[src/rtl/core/vgaib_pkg.sv]
// ----------------------------------------------------------------------------
// vgaib_pkg
// Event codes, write function codes and timing constants for the video
// gate array interrupt and blanking block.
// ----------------------------------------------------------------------------
package vgaib_pkg;

    typedef enum logic [2:0] {
        CMD_HSYNC  = 3'd0,
        CMD_VSYNC  = 3'd1,
        CMD_DISPEN = 3'd2,
        CMD_TICK   = 3'd3,
        CMD_WRITE  = 3'd4,
        CMD_ACK    = 3'd5
    } cmd_t;

    typedef enum logic [1:0] {
        WFN_PEN    = 2'd0,
        WFN_COLOUR = 2'd1,
        WFN_CONFIG = 2'd2,
        WFN_NONE   = 2'd3
    } wfn_t;

    localparam int PEN_COUNT = 17;
    localparam int PEN_W     = $clog2(PEN_COUNT);

    localparam logic [5:0]       IRQ_LINES     = 6'd52;
    localparam logic [5:0]       RESYNC_LIMIT  = 6'd32;
    localparam logic [4:0]       VBLANK_LEN    = 5'd26;
    localparam logic [4:0]       VBL_RESYNC    = 5'd2;
    localparam logic [4:0]       VBL_MON_END   = 5'd6;
    localparam logic [2:0]       HBLANK_SAT    = 3'd6;
    localparam logic [2:0]       HBL_MON_START = 3'd1;
    localparam logic [2:0]       HBL_MON_END   = 3'd5;
    localparam logic [PEN_W-1:0] BORDER_PEN    = PEN_W'(16);
    localparam logic [7:0]       CONFIG_RESET  = 8'd128;
    localparam logic [7:0]       ACK_BYTE      = 8'hff;

endpackage

[src/rtl/core/video_gate_array_interrupt_blanking_top.sv]
// ----------------------------------------------------------------------------
// video_gate_array_interrupt_blanking_top
// Raster interrupt, blanking, monitor sync and register write handling,
// one event in and one status result out per transfer.
// ----------------------------------------------------------------------------
//  channel | handshake            | payload
//  --------+----------------------+------------------------------------------
//  input   | in_valid / in_ready  | cmd, level, data
//  output  | out_valid / out_ready| irq_request .. ack_data (twelve fields)
//
//  One event per cycle sustained while out_ready stays high; the input
//  transfer loads the input register, and once the result slot is free
//  the event is applied to the state and loads the result register.
//  Reset clears all timing state; the border pen colour is not kept since no
//  result reads it back.
//  A stalled result holds its register while the input register still takes
//  one more event; both stages hold until the result is taken.
module video_gate_array_interrupt_blanking_top (
    input  logic                       clk,
    input  logic                       rst_n,
    input  logic                       in_valid,
    output logic                       in_ready,
    input  logic [2:0]                 cmd,
    input  logic                       level,
    input  logic [7:0]                 data,
    output logic                       out_valid,
    input  logic                       out_ready,
    output logic                       irq_request,
    output logic                       hblank,
    output logic                       vblank,
    output logic                       border_active,
    output logic                       monitor_hsync,
    output logic                       monitor_vsync,
    output logic [1:0]                 screen_mode,
    output logic [7:0]                 rom_config,
    output logic [vgaib_pkg::PEN_W-1:0] palette_pen,
    output logic [4:0]                 palette_colour,
    output logic                       palette_write,
    output logic [7:0]                 ack_data
);
    import vgaib_pkg::*;

    // input stage
    logic       in_valid_reg;
    logic [2:0] cmd_reg;
    logic       level_reg;
    logic [7:0] data_reg;
    logic       advance;

    // timing state
    logic [5:0]       line_counter_reg, line_counter_next;
    logic             irq_pending_reg, irq_pending_next;
    logic             hsync_in_reg, hsync_in_next;
    logic             vsync_in_reg, vsync_in_next;
    logic             hblank_reg, hblank_next;
    logic             vblank_reg, vblank_next;
    logic             border_reg, border_next;
    logic [2:0]       hblank_cycles_reg, hblank_cycles_next;
    logic [4:0]       vblank_lines_reg, vblank_lines_next;
    logic [PEN_W-1:0] selected_pen_reg, selected_pen_next;
    logic [7:0]       config_reg, config_next;
    logic [1:0]       mode_latch_reg, mode_latch_next;
    logic             mon_hsync_reg, mon_hsync_next;
    logic             mon_vsync_reg, mon_vsync_next;

    // per-event result fields
    logic [PEN_W-1:0] wr_pen;
    logic [4:0]       wr_col;
    logic             wr;
    logic [7:0]       ack;

    // result stage
    logic             out_valid_reg;
    logic             irq_out_reg, hblank_out_reg, vblank_out_reg, border_out_reg;
    logic             mhs_out_reg, mvs_out_reg;
    logic [1:0]       mode_out_reg;
    logic [7:0]       config_out_reg;
    logic [PEN_W-1:0] pen_out_reg;
    logic [4:0]       col_out_reg;
    logic             wr_out_reg;
    logic [7:0]       ack_out_reg;

    // move an event into the result stage when the result slot is free
    assign advance  = in_valid_reg && (!out_valid_reg || out_ready);
    assign in_ready = !in_valid_reg || advance;

    // hold the accepted event
    always_ff @(posedge clk or negedge rst_n)
    begin
        if (!rst_n)
        begin
            in_valid_reg <= 1'b0;
        end
        else if (in_ready)
        begin
            in_valid_reg <= in_valid;
        end
    end

    always_ff @(posedge clk)
    begin
        if (in_valid && in_ready)
        begin
            cmd_reg   <= cmd;
            level_reg <= level;
            data_reg  <= data;
        end
    end

    // apply one event to the timing state
    always_comb
    begin
        logic [5:0] lc;
        logic [4:0] vl;
        line_counter_next  = line_counter_reg;
        irq_pending_next   = irq_pending_reg;
        hsync_in_next      = hsync_in_reg;
        vsync_in_next      = vsync_in_reg;
        hblank_next        = hblank_reg;
        vblank_next        = vblank_reg;
        border_next        = border_reg;
        hblank_cycles_next = hblank_cycles_reg;
        vblank_lines_next  = vblank_lines_reg;
        selected_pen_next  = selected_pen_reg;
        config_next        = config_reg;
        mode_latch_next    = mode_latch_reg;
        mon_hsync_next     = mon_hsync_reg;
        mon_vsync_next     = mon_vsync_reg;
        wr_pen             = '0;
        wr_col             = '0;
        wr                 = 1'b0;
        ack                = '0;
        lc                 = line_counter_reg + 6'd1;
        vl                 = vblank_lines_reg + 5'd1;

        case (cmd_reg)
            CMD_HSYNC:
            begin
                if (level_reg)
                begin
                    hsync_in_next      = 1'b1;
                    hblank_next        = 1'b1;
                    hblank_cycles_next = '0;
                end
                else
                begin
                    hsync_in_next  = 1'b0;
                    hblank_next    = 1'b0;
                    mon_hsync_next = 1'b0;
                    // count lines; raise the interrupt every 52 lines
                    if (lc == IRQ_LINES)
                    begin
                        lc               = '0;
                        irq_pending_next = 1'b1;
                    end
                    if (vblank_reg)
                    begin
                        vblank_lines_next = vl;
                        if (vl == VBL_RESYNC)
                        begin
                            // resynchronise two lines into vblank
                            if (lc >= RESYNC_LIMIT)
                            begin
                                irq_pending_next = 1'b1;
                            end
                            lc = '0;
                            if (vsync_in_reg)
                            begin
                                mon_vsync_next = 1'b1;
                            end
                        end
                        else if (vl == VBL_MON_END)
                        begin
                            mon_vsync_next = 1'b0;
                        end
                        else if (vl == VBLANK_LEN)
                        begin
                            vblank_next = 1'b0;
                        end
                    end
                    line_counter_next = lc;
                end
            end
            CMD_VSYNC:
            begin
                if (level_reg != vsync_in_reg)
                begin
                    vsync_in_next = level_reg;
                    if (level_reg)
                    begin
                        vblank_next       = 1'b1;
                        vblank_lines_next = '0;
                    end
                    else
                    begin
                        mon_vsync_next = 1'b0;
                    end
                end
            end
            CMD_DISPEN:
            begin
                border_next = !level_reg;
            end
            CMD_TICK:
            begin
                // step through hblank, latch mode and drive monitor hsync
                if (hblank_reg)
                begin
                    if (hblank_cycles_reg == HBL_MON_START)
                    begin
                        mode_latch_next = config_reg[1:0];
                        if (hsync_in_reg)
                        begin
                            mon_hsync_next = 1'b1;
                        end
                    end
                    else if (hblank_cycles_reg == HBL_MON_END)
                    begin
                        mon_hsync_next = 1'b0;
                    end
                    if (hblank_cycles_reg < HBLANK_SAT)
                    begin
                        hblank_cycles_next = hblank_cycles_reg + 3'd1;
                    end
                end
            end
            CMD_WRITE:
            begin
                case (wfn_t'(data_reg[7:6]))
                    WFN_PEN:
                    begin
                        selected_pen_next = data_reg[4] ? BORDER_PEN
                                                        : PEN_W'(data_reg[3:0]);
                    end
                    WFN_COLOUR:
                    begin
                        wr_pen = selected_pen_reg;
                        wr_col = data_reg[4:0];
                        wr     = 1'b1;
                    end
                    WFN_CONFIG:
                    begin
                        config_next = data_reg;
                        if (data_reg[4])
                        begin
                            irq_pending_next  = 1'b0;
                            line_counter_next = '0;
                        end
                    end
                    default:
                    begin
                    end
                endcase
            end
            CMD_ACK:
            begin
                line_counter_next = {1'b0, line_counter_reg[4:0]};
                irq_pending_next  = 1'b0;
                ack               = ACK_BYTE;
            end
            default:
            begin
            end
        endcase
    end

    // commit the state update
    always_ff @(posedge clk or negedge rst_n)
    begin
        if (!rst_n)
        begin
            line_counter_reg  <= '0;
            irq_pending_reg   <= 1'b0;
            hsync_in_reg      <= 1'b0;
            vsync_in_reg      <= 1'b0;
            hblank_reg        <= 1'b0;
            vblank_reg        <= 1'b0;
            border_reg        <= 1'b0;
            hblank_cycles_reg <= '0;
            vblank_lines_reg  <= '0;
            selected_pen_reg  <= '0;
            config_reg        <= CONFIG_RESET;
            mode_latch_reg    <= '0;
            mon_hsync_reg     <= 1'b0;
            mon_vsync_reg     <= 1'b0;
        end
        else if (advance)
        begin
            line_counter_reg  <= line_counter_next;
            irq_pending_reg   <= irq_pending_next;
            hsync_in_reg      <= hsync_in_next;
            vsync_in_reg      <= vsync_in_next;
            hblank_reg        <= hblank_next;
            vblank_reg        <= vblank_next;
            border_reg        <= border_next;
            hblank_cycles_reg <= hblank_cycles_next;
            vblank_lines_reg  <= vblank_lines_next;
            selected_pen_reg  <= selected_pen_next;
            config_reg        <= config_next;
            mode_latch_reg    <= mode_latch_next;
            mon_hsync_reg     <= mon_hsync_next;
            mon_vsync_reg     <= mon_vsync_next;
        end
    end

    // result valid: set on advance, drop on transfer
    always_ff @(posedge clk or negedge rst_n)
    begin
        if (!rst_n)
        begin
            out_valid_reg <= 1'b0;
        end
        else if (advance)
        begin
            out_valid_reg <= 1'b1;
        end
        else if (out_ready)
        begin
            out_valid_reg <= 1'b0;
        end
    end

    // capture the result fields
    always_ff @(posedge clk)
    begin
        if (advance)
        begin
            irq_out_reg    <= irq_pending_next;
            hblank_out_reg <= hblank_next;
            vblank_out_reg <= vblank_next;
            border_out_reg <= border_next;
            mhs_out_reg    <= mon_hsync_next;
            mvs_out_reg    <= mon_vsync_next;
            mode_out_reg   <= mode_latch_next;
            config_out_reg <= config_next;
            pen_out_reg    <= wr_pen;
            col_out_reg    <= wr_col;
            wr_out_reg     <= wr;
            ack_out_reg    <= ack;
        end
    end

    assign out_valid      = out_valid_reg;
    assign irq_request    = irq_out_reg;
    assign hblank         = hblank_out_reg;
    assign vblank         = vblank_out_reg;
    assign border_active  = border_out_reg;
    assign monitor_hsync  = mhs_out_reg;
    assign monitor_vsync  = mvs_out_reg;
    assign screen_mode    = mode_out_reg;
    assign rom_config     = config_out_reg;
    assign palette_pen    = pen_out_reg;
    assign palette_colour = col_out_reg;
    assign palette_write  = wr_out_reg;
    assign ack_data       = ack_out_reg;

endmodule

[config.mk]
export PLATFORM = sky130hd
export DESIGN_NAME = video_gate_array_interrupt_blanking_top
export DESIGN_NICKNAME = d
export VERILOG_FILES = /design/src/rtl/core/vgaib_pkg.sv /design/src/rtl/core/video_gate_array_interrupt_blanking_top.sv
export SDC_FILE = /design/constraint.sdc
export NUM_CORES = 1
export LEC_CHECK = 0
export ABC_AREA = 1
export BUFFER_PORTS_ARGS = -buffer_cell sky130_fd_sc_hd__buf_2
export CAP_MARGIN = 10
export CORE_ASPECT_RATIO = 1.75
export CORE_MARGIN = 2
export CORE_UTILIZATION = 57
export DETAILED_ROUTE_END_ITERATION = 8
export PLACE_DENSITY = 0.8
export SLEW_MARGIN = 5
export SYNTH_ARGS = -nofsm -noshare
export SYNTH_HDL_FRONTEND = slang
export SYNTH_SLANG_ARGS = --single-unit
[constraint.sdc]
create_clock -name clk -period 2 [get_ports clk]
set_input_delay 0.1 -clock clk [delete_from_list [all_inputs] [get_ports clk]]
set_output_delay 0.1 -clock clk [all_outputs]
set_load 0.01 [all_outputs]
* Word-level counts from Yosys, hierarchy flattened
Index checks and enable logic that the tools add are counted.
Cells by class: magnitude comparators 2, bitwise operators 1, muxes and demuxes 61, $add $sub $neg 3, eq/ne operators 23, reductions and logical operators 22
Operators with widths (number):
- two-way mux 6 bit | 8
- two-way mux 1 bit | 32
- two-way mux 5 bit | 5
- two-way mux 8 bit | 3
- != test 2 bit (second input constant) | 9
- one-hot mux 6 bit (3 select lines) | 1
- AND reduction 6 bit | 2
- one-hot mux 5 bit (2 select lines) | 1
- AND reduction 5 bit | 2
- equality test 3 bit (second input constant) | 3
- two-way mux 3 bit | 3
- nonzero test 2 bit | 4
- adder 6 x 1 -> 6 bit (second input constant) | 1
- equality test 3 x 1 -> 1 bit (second input constant) | 2
- equality test 3 x 2 -> 1 bit (second input constant) | 2
- equality test 6 bit (second input constant) | 1
- >= comparator 6 bit (second input constant) | 1
- two-way mux 2 bit | 3
- one-hot mux 1 bit (2 select lines) | 3
- one-hot mux 3 bit (2 select lines) | 1
- AND reduction 3 bit | 2
- adder 5 x 1 -> 5 bit (second input constant) | 1
- equality test 5 x 2 -> 1 bit (second input constant) | 1
- equality test 5 x 3 -> 1 bit (second input constant) | 1
- 15 further kinds | 20
Storage, ports and cells: output and inout bits 37, input bits 16, bits in registers 86

* Longest topological paths before layout
Gate-level depths: netlist of run 1.
word-level depth 11, gate-level depth with buffers 13, gate-level depth less buffers 13

* Worst setup path after synthesis of run 1
Ideal clock, no wire load.
path type reg2reg, start register out_valid_reg (netlist: out_valid), end register selected_pen_reg[4], arrival time 1482 ps, cell stages (with the launch flop) 9, slack 400 ps, required time 1881 ps, path through dfrtp_1 -> nand2_1 -> nand2_4 -> inv_1 -> buf_4 -> nand3_1 -> inv_1 -> nand2_1 -> o21a_1
On the way: word-level cells in the longest chain between the ends 4
RTL lines:
- from (decl) | RTL line video_gate_array_interrupt_blanking_top.sv:73 | logic out_valid_reg;
- from (signal assigned) | RTL line video_gate_array_interrupt_blanking_top.sv:311 | out_valid_reg <= 1'b0;
- from (signal assigned) | RTL line video_gate_array_interrupt_blanking_top.sv:315 | out_valid_reg <= 1'b1;
- from (signal assigned) | RTL line video_gate_array_interrupt_blanking_top.sv:319 | out_valid_reg <= 1'b0;
- logical NOT 1 bit | RTL line video_gate_array_interrupt_blanking_top.sv:84 | assign advance = in_valid_reg && (!out_valid_reg || out_ready);
- logical OR 1 bit | RTL line video_gate_array_interrupt_blanking_top.sv:84
- logical AND 1 bit | RTL line video_gate_array_interrupt_blanking_top.sv:84
- named net advance | RTL line video_gate_array_interrupt_blanking_top.sv:48 | logic advance;
- AND reduction 3 bit (no line)
- to (signal assigned) | RTL line video_gate_array_interrupt_blanking_top.sv:298 | selected_pen_reg <= selected_pen_next;
- to (decl) | RTL line video_gate_array_interrupt_blanking_top.sv:60 | logic [PEN_W-1:0] selected_pen_reg, selected_pen_next;
The timed path passes the listed nets, and every way through them passes these cells. A chain may end at the register's enable or synchronous reset.

* Worst setup path in the final report of run 1
start register vblank_lines_reg[0], end register irq_out_reg (netlist: irq_request), data pin
On the way: word-level cells in the longest chain between the ends 6
RTL lines:
- from (decl) | RTL line video_gate_array_interrupt_blanking_top.sv:59 | logic [4:0] vblank_lines_reg, vblank_lines_next;
- from (signal assigned) | RTL line video_gate_array_interrupt_blanking_top.sv:297 | vblank_lines_reg <= vblank_lines_next;
- adder 5 x 1 -> 5 bit | RTL line video_gate_array_interrupt_blanking_top.sv:134 | vl = vblank_lines_reg + 5'd1;
- equality test 5 x 2 -> 1 bit | RTL line video_gate_array_interrupt_blanking_top.sv:159 | if (vl == VBL_RESYNC)
- two-way mux 1 bit | RTL line video_gate_array_interrupt_blanking_top.sv:159
- two-way mux 1 bit | RTL line video_gate_array_interrupt_blanking_top.sv:156 | if (vblank_reg)
- two-way mux 1 bit | RTL line video_gate_array_interrupt_blanking_top.sv:139 | if (level_reg)
- one-hot mux 1 bit (3 select lines) | RTL line video_gate_array_interrupt_blanking_top.sv:136 | case (cmd_reg)
- named net irq_pending_next | RTL line video_gate_array_interrupt_blanking_top.sv:52 | logic irq_pending_reg, irq_pending_next;
- to (signal assigned) | RTL line video_gate_array_interrupt_blanking_top.sv:328 | irq_out_reg <= irq_pending_next;
- to (decl) | RTL line video_gate_array_interrupt_blanking_top.sv:74 | logic irq_out_reg, hblank_out_reg, vblank_out_reg, border_out_reg;
The timed path passes the listed nets, and every way through them passes these cells.

==> impl_metrics.toml, run 1 <==
[finish]
diodes = 0
syn_to_final_growth_pct = 19.5
final_core_util_pct = 70.1
drive_above_1_share_pct = 22.1
final_nets = 459

[clock_network]
clock_path_buffers = 2
cts_resized = 0
clockRootBuffer = "clkbuf_8"
hold_buffers = 14
path_clk_slew_ns = 0.08
cts_num_sinks = 79
clock_latency_ns = 0.36
htree_levels = 3
cts_tree = "built"
postCtsSetupRepairBufs = 0
cts_buffers = 9

[synth]
ys_async_sr_fraction_pct = 49.4
synth_flop_cell = "edfxtp_1"
synth.avg_cell_area_um2 = 9.86
synthAdderAreaFrac_pct = 1.74
synth_seq_cells = 79
synth-xor-area-share_pct = 0.730
synth_top_family_by_area = "simple AND/OR/NAND/NOR gates"
seq_area_frac_synth_pct = 60.5
syn-num-nets = 386
yosys.area.top_type = "edfxtp_1"
netlist.area_leader.share_pct = 33.4
synthDistinctLibCells = 36
synth_edf_count = 40
synth-simple-area-share_pct = 21.4
synthTopCellsByArea = "edfxtp_1 (33%), dfrtp_1 (26%), nand2_1 (9.3%), inv_1 (5.1%), o21ai_0 (3.3%)"
synth_area_mm2 = 0.00360
synth_compound_area_share_pct = 7.20
ys_warn_count = 0
synth_cells = 365
synthMuxAreaShare_pct = 0.278

[placement]
place_congestion = 0.915
port_buffers = 52
hpwl_um = 5040

[setup_path]
worstSetupEndpointType = "flop"
startpoint = "vblank_lines_reg[0]"
rr_worst_depth = 10
cp_max_fo = 5
cp.arrival_ns = 1.93
r2r-start = "vblank_lines_reg[0]"
worst-setup-path-type = "flop to flop"
required_ns = 2.11
crit_path_start_kind = "flop"
r2r_slack_ns = 0.18
r2r-end = "irq_request"

[die]
ios = 53
num_rows = 38
dieArea_mm2 = 0.00699
start_util_pct = 58.7
core_area_mm2 = 0.00613
dieWidth_um = 64.1
die_y_um = 109

[detailed_routing]
num_vias = 2705
ant_nets = 0
dr.pass1.iters = 5
drcViolationCount = 0
viasPerCell = 5.17
drtIter0Drc = 182
drt_wl_total_um = 7140
wl_per_cell_um = 13.6

[pwr]
ir_worst_vdd_mv = 0.580
p_leak_nw = 2.05
powerDensity_mw_per_mm2 = 1100

[timing]
fmaxAchievable_mhz = 549
post-route-min-period_ns = 1.82
worst_slew_pin_slew_ns = 0.909
finalClockSkew_ns = 0.00656
max_slew_margin_pct = 39.4
maxSlewViolCount = 0
rsz0062_at_grt = "false"
setup_tns_ns = 0
finalHoldViolCount = 0
fin_crit_sh_pct = 91.1
setup_violations = 0

[hold_path]
min_path_cells = 4
hold_end = "in_valid_reg"
holdCritStartpoint = "out_ready"
hp-class = "input port to flop"

[global_route]
grt.total_usage_pct = 22.3
grt_pass1_vias = 2600
grt-ovfl-total = 0
grt_max_degree = 40
antenna_found_initial = 0
grt_pass1_wl_um = 11500

[run]
cap_violations = 0

[run_status]
outcome = "finished, final reports clean"
## metrics by stage
step                std cells  power (mW)  cell area [um^2]  worst slack [ns]  hold slack, ns
floorplan                 365        3.03              3600             0.400          -0.196
global placement          493        3.30              3930             0.327           0.264
detailed placement        493        3.36              3930             0.227           0.278
CTS                       523        4.75              4300             0.208          0.0406
global route              523        4.99              4300            0.0733           0.110
finish                    523        4.72              4300             0.179          0.0597
## report_power, final
group | switching, mW | internal [mW] | total (mW)
clock | 0.544 | 0.821 | 1.37
combinational | 0.650 | 0.389 | 1.04
sequential | 0.222 | 2.10 | 2.32
total | 1.42 | 3.31 | 4.72
## per-layer routing
metal / up-vias / GRT usage (%) / wire length (um)
met2: 70 / 41.5 / 4010
li1: 1327 / - / -
met4: 0 / 11.8 / 244
met5: - / 0 / 0
met3: 22 / 5.68 / 261
met1: 1286 / 22.2 / 2620
## worst max-delay path: stages, from the launching register on
cell     delay, ns
dfrtp_1       0.39
ha_1          0.25
nand3_1       0.13
nand2_1       0.09
nand2_1       0.09
nor2_1        0.17
nand3_2       0.15
nand2_1       0.09
nand3_1       0.08
nand2_1       0.06
o21ai_0       0.07
## synth_stat cells (2+ instances only)
cell type / count
nand3_2: 2
nor2_4: 3
nand3_1: 17
o21ai_1: 8
nand2_4: 2
o21bai_1: 3
nand2_2: 3
ha_1: 5
nor2_1: 30
xor2_1: 2
nor2_8: 2
dfrtp_1: 38
nand4_1: 5
nand2_1: 89
inv_2: 8
o21ai_0: 24
nor2_2: 3
buf_4: 9
inv_1: 49
nor3_1: 2
edfxtp_1: 40
o22ai_1: 7
## how the worst max path moves through the flow
stage | end | slack [ns] | depth (start not counted)
2_1_floorplan | selected_pen_reg[4] | 0.40 | 8
3_3_place_gp | irq_request | 0.33 | 10
3_5_place_dp | irq_request | 0.23 | 10
4_1_cts | irq_request | 0.21 | 10
5_1_grt | irq_request | 0.07 | 10
6_report | irq_request | 0.18 | 10
## final cells by class
cell class | count | area, um^2
sequential | 79 | 2180
fill | 441 | 1830
multi-input combinational | 218 | 1130
timing repair buffer | 72 | 445
inverter | 58 | 220
clock buffer | 11 | 131
tap | 80 | 100
clock inverter | 5 | 97.6
## placed cells by master (no fill, tap or decap), drive strengths merged, types with 2 or more instances in the layout
| master | count |
|---|---|
| inv | 58 |
| nand3 | 19 |
| o21bai | 3 |
| o22ai | 7 |
| dfrtp | 38 |
| xor2 | 2 |
| edfxtp | 40 |
| ha | 5 |
| nand2 | 94 |
| o21ai | 33 |
| buf | 58 |
| clkbuf | 11 |
| dlygate4sd3 | 14 |
| bufinv | 3 |
| clkinv | 2 |
| nor2 | 38 |
| nor3 | 3 |
| nand4 | 6 |
## cells by family after synthesis
family                     after synthesis
and+or+nand+nor                        163
AOI/OAI and AO/OA                       46
DFF                                     79
adders and majority gates                5
xor gates and xnor gates                 3
muxes                                    1
buffers and inverters                   68
No activity file was read; power rests on OpenSTA's default activity.
==> inputs of run 2 (changes only) <==
ABC_AREA = unset   (was 1)
CTS_CLUSTER_DIAMETER = 30   (was unset)
==> run 2 against run 1 <==
Net effect:
- clock power decreased by 26%
- first-iteration DRC count fell by 16%
- sequential share of layout area down 0.84 points
- count of clock-buffer cells in the layout decreased by 1
- sequential cell count did not move
- cell count shrank 13%
- core utilization grew 0.63 points
- synthesized cell count is 20% lower
- area after synthesis up 0.59%
- clock skew barely moved
- setup slack lost 0.047 ns
==> impl_metrics.toml, run 2 <==
[detailed_routing]
drcViolationCount = 0
drt_wl_total_um = 6720
num_vias = 2487
dr.pass1.iters = 5
ant_nets = 0
viasPerCell = 5.44
drtIter0Drc = 153
wl_per_cell_um = 14.7

[timing]
setup_tns_ns = 0
finalClockSkew_ns = 0.00681
worst_slew_pin_slew_ns = 0.908
finalHoldViolCount = 0
post-route-min-period_ns = 1.87
rsz0062_at_grt = "false"
max_slew_margin_pct = 39.5
fin_crit_sh_pct = 93.4
hold_slack_ns = 0.0409
maxSlewViolCount = 0
fmaxAchievable_mhz = 535
setup_violations = 0

[finish]
most-common-layout-cells = "buf_2 (52), edfxtp_1 (40), dfrtp_1 (38), nand2_1 (21), buf_4 (20)"
register_area_mm2 = 0.00218
diodes = 0
fillCellCount = 445
final_nets = 393
multi_input_area_mm2 = 0.00131
drive_above_1_share_pct = 32.6
syn_to_final_growth_pct = 20.8
mostFrequentLayoutCell = "buf_2"

[run]
cap_violations = 0

[hold_path]
hp-class = "input port to flop"
min_path_cells = 3
holdCritStartpoint = "out_ready"
hold_end = "out_valid"

[synth]
synth_flop_cell = "edfxtp_1"
synth_cells = 291
netlist.area_leader.share_pct = 33.2
yosys.cell_count.top_type = "edfxtp_1"
ys_async_sr_fraction_pct = 49.4
syn-num-nets = 312
synthAdderAreaFrac_pct = 1.73
synth.avg_cell_area_um2 = 12.4
ys_warn_count = 0
yosys.area.top_type = "edfxtp_1"
synthMuxAreaShare_pct = 8.37
synth_seq_cells = 79
synth_edf_count = 40
synth_commonest_cells = "edfxtp_1 (40), dfrtp_1 (38), nand2_1 (21)"
synthDistinctLibCells = 48
synthTopCellsByArea = "edfxtp_1 (33%), dfrtp_1 (26%), mux2_2 (5.6%), o21ai_0 (2.5%), mux2_4 (2.5%)"
synth-simple-area-share_pct = 15.2
seq_area_frac_synth_pct = 60.2
synth_compound_area_share_pct = 8.88
synth_area_mm2 = 0.00362
synth-xor-area-share_pct = 1.21
synth_top_family_by_area = "simple AND/OR/NAND/NOR gates"

[clock_network]
htree_levels = 3
clock_path_buffers = 2
cts_buffers = 9
cts_tree = "built"
path_clk_slew_ns = 0.08
clockRootBuffer = "clkbuf_8"
clock_latency_ns = 0.35
cts_num_sinks = 79

[die]
ios = 53
core_area_mm2 = 0.00618
start_util_pct = 58.6
dieWidth_um = 64.2
dieArea_mm2 = 0.00703
num_rows = 38
die_y_um = 109

[setup_path]
worstPathCellList = "ha_2, xnor2_1, a31o_2, a41oi_2, buf_4, a21oi_2, o22ai_1"
cp.arrival_ns = 2.14
cp_max_fo = 5
crit_family = "compound AO/OA/AOI/OAI gates"
worstSetupEndpointType = "flop"
slowest_delay_ns = 0.44
startpoint = "vblank_lines_reg[0]"
r2r-start = "vblank_lines_reg[0]"
rr_worst_depth = 7
required_ns = 2.27
crit_path_start_kind = "flop"
r2r_slack_ns = 0.13
worst-path-buf-inv = 1
cpMaxStageDelayCell = "dfrtp_1"
r2r-end = "line_counter_reg[3]"
worst-setup-path-type = "flop to flop"

[run_status]
outcome = "finished, final reports clean"

[global_route]
antenna_found_initial = 0
grt_pass1_wl_um = 11300
met3_usage_pct = 5.73
grt.met1_usage_pct = 23.7
busiest_layer = "met2"
grt_pass1_vias = 2472
grt-ovfl-total = 0
grt_use_met2_pct = 38.0
grt.total_usage_pct = 21.3
grt_max_degree = 40

[placement]
hpwl_um = 4610
port_buffers = 52
place_congestion = 0.827

[pwr]
ir_worst_vdd_mv = 0.761
p_leak_nw = 1.88
powerDensity_mw_per_mm2 = 921
[run 2: final cells by class]
class / instances / area share, %
Sequential cell: 79 / 49.8
Clock buffer: 10 / 2.92
Multi-Input combinational cell: 183 / 29.9
Tap cell: 80 / 2.29
Timing Repair Buffer: 87 / 13.0
Clock inverter: 6 / 1.00
Inverter: 12 / 1.03
[run 2: kinds of logic (layout without fill, tap and decap cells)]
group | Yosys count | after routing
adders and majority gates | 5 | 5
DFF | 79 | 79
buffers and inverters | 29 | 115
AOI/OAI and AO/OA | 49 | 49
muxes | 25 | 25
and+or+nand+nor | 99 | 99
xor gates and xnor gates | 5 | 5
[run 2: timing repair]
| item | in CTS | in global routing |
|---|---|---|
| endpoints found under the hold margin | 51 | 0 |
| hold buffers | 14 | 0 |
| buffers inserted | 0 | 5 |
| resized for setup | 0 | 6 |
| endpoints found under the setup margin | 0 | 16 |
[run 2: power breakdown]
part / total [mW] / internal (mW) / switching [mW] / leakage (nW)
clock: 1.02 / 0.454 / 0.569 / 0.0770
sequential: 2.18 / 1.98 / 0.201 / 0.893
combinational: 0.821 / 0.404 / 0.417 / 0.908
[run 2: through the flow]
step                total power [mW]  cells  worst slack [ns]  area, um^2  utilization (%)
global placement                2.95    422            0.0783        4000             64.7
CTS                             4.03    452            0.0143        4310             69.7
finish                          4.03    457             0.132        4370             70.8
global route                    4.27    457           0.00297        4370             70.8
floorplan                       2.71    291            0.0652        3620                -
detailed placement              2.99    422            0.0233        4000             64.7
[run 2: worst register-to-register path: stages, from the launching register on]
cell	delay, ns
dfrtp_1	0.44
ha_2	0.25
xnor2_1	0.13
a31o_2	0.28
a41oi_2	0.30
buf_4	0.19
a21oi_2	0.07
o22ai_1	0.14
[run 2: metal layers]
layer,routed length (um),up-vias,part of all wire [%]
met5,0,-,0
met4,135,0,2.0
met3,248,8,3.7
met2,3700,68,55
met1,2640,1201,39
li1,-,1210,-
[run 2: how the worst max path moves through the flow]
| stage | endpoint | slack, ns | cells after the start |
|---|---|---|---|
| CTS | hblank_cycles_reg[0] | 0.01 | 4 |
| global route | line_counter_reg[3] | 0.003 | 7 |
| global placement | hblank_cycles_reg[0] | 0.08 | 4 |
| floorplan | line_counter_reg[4] | 0.07 | 7 |
| finish | line_counter_reg[3] | 0.13 | 7 |
| detailed placement | hblank_cycles_reg[0] | 0.02 | 4 |
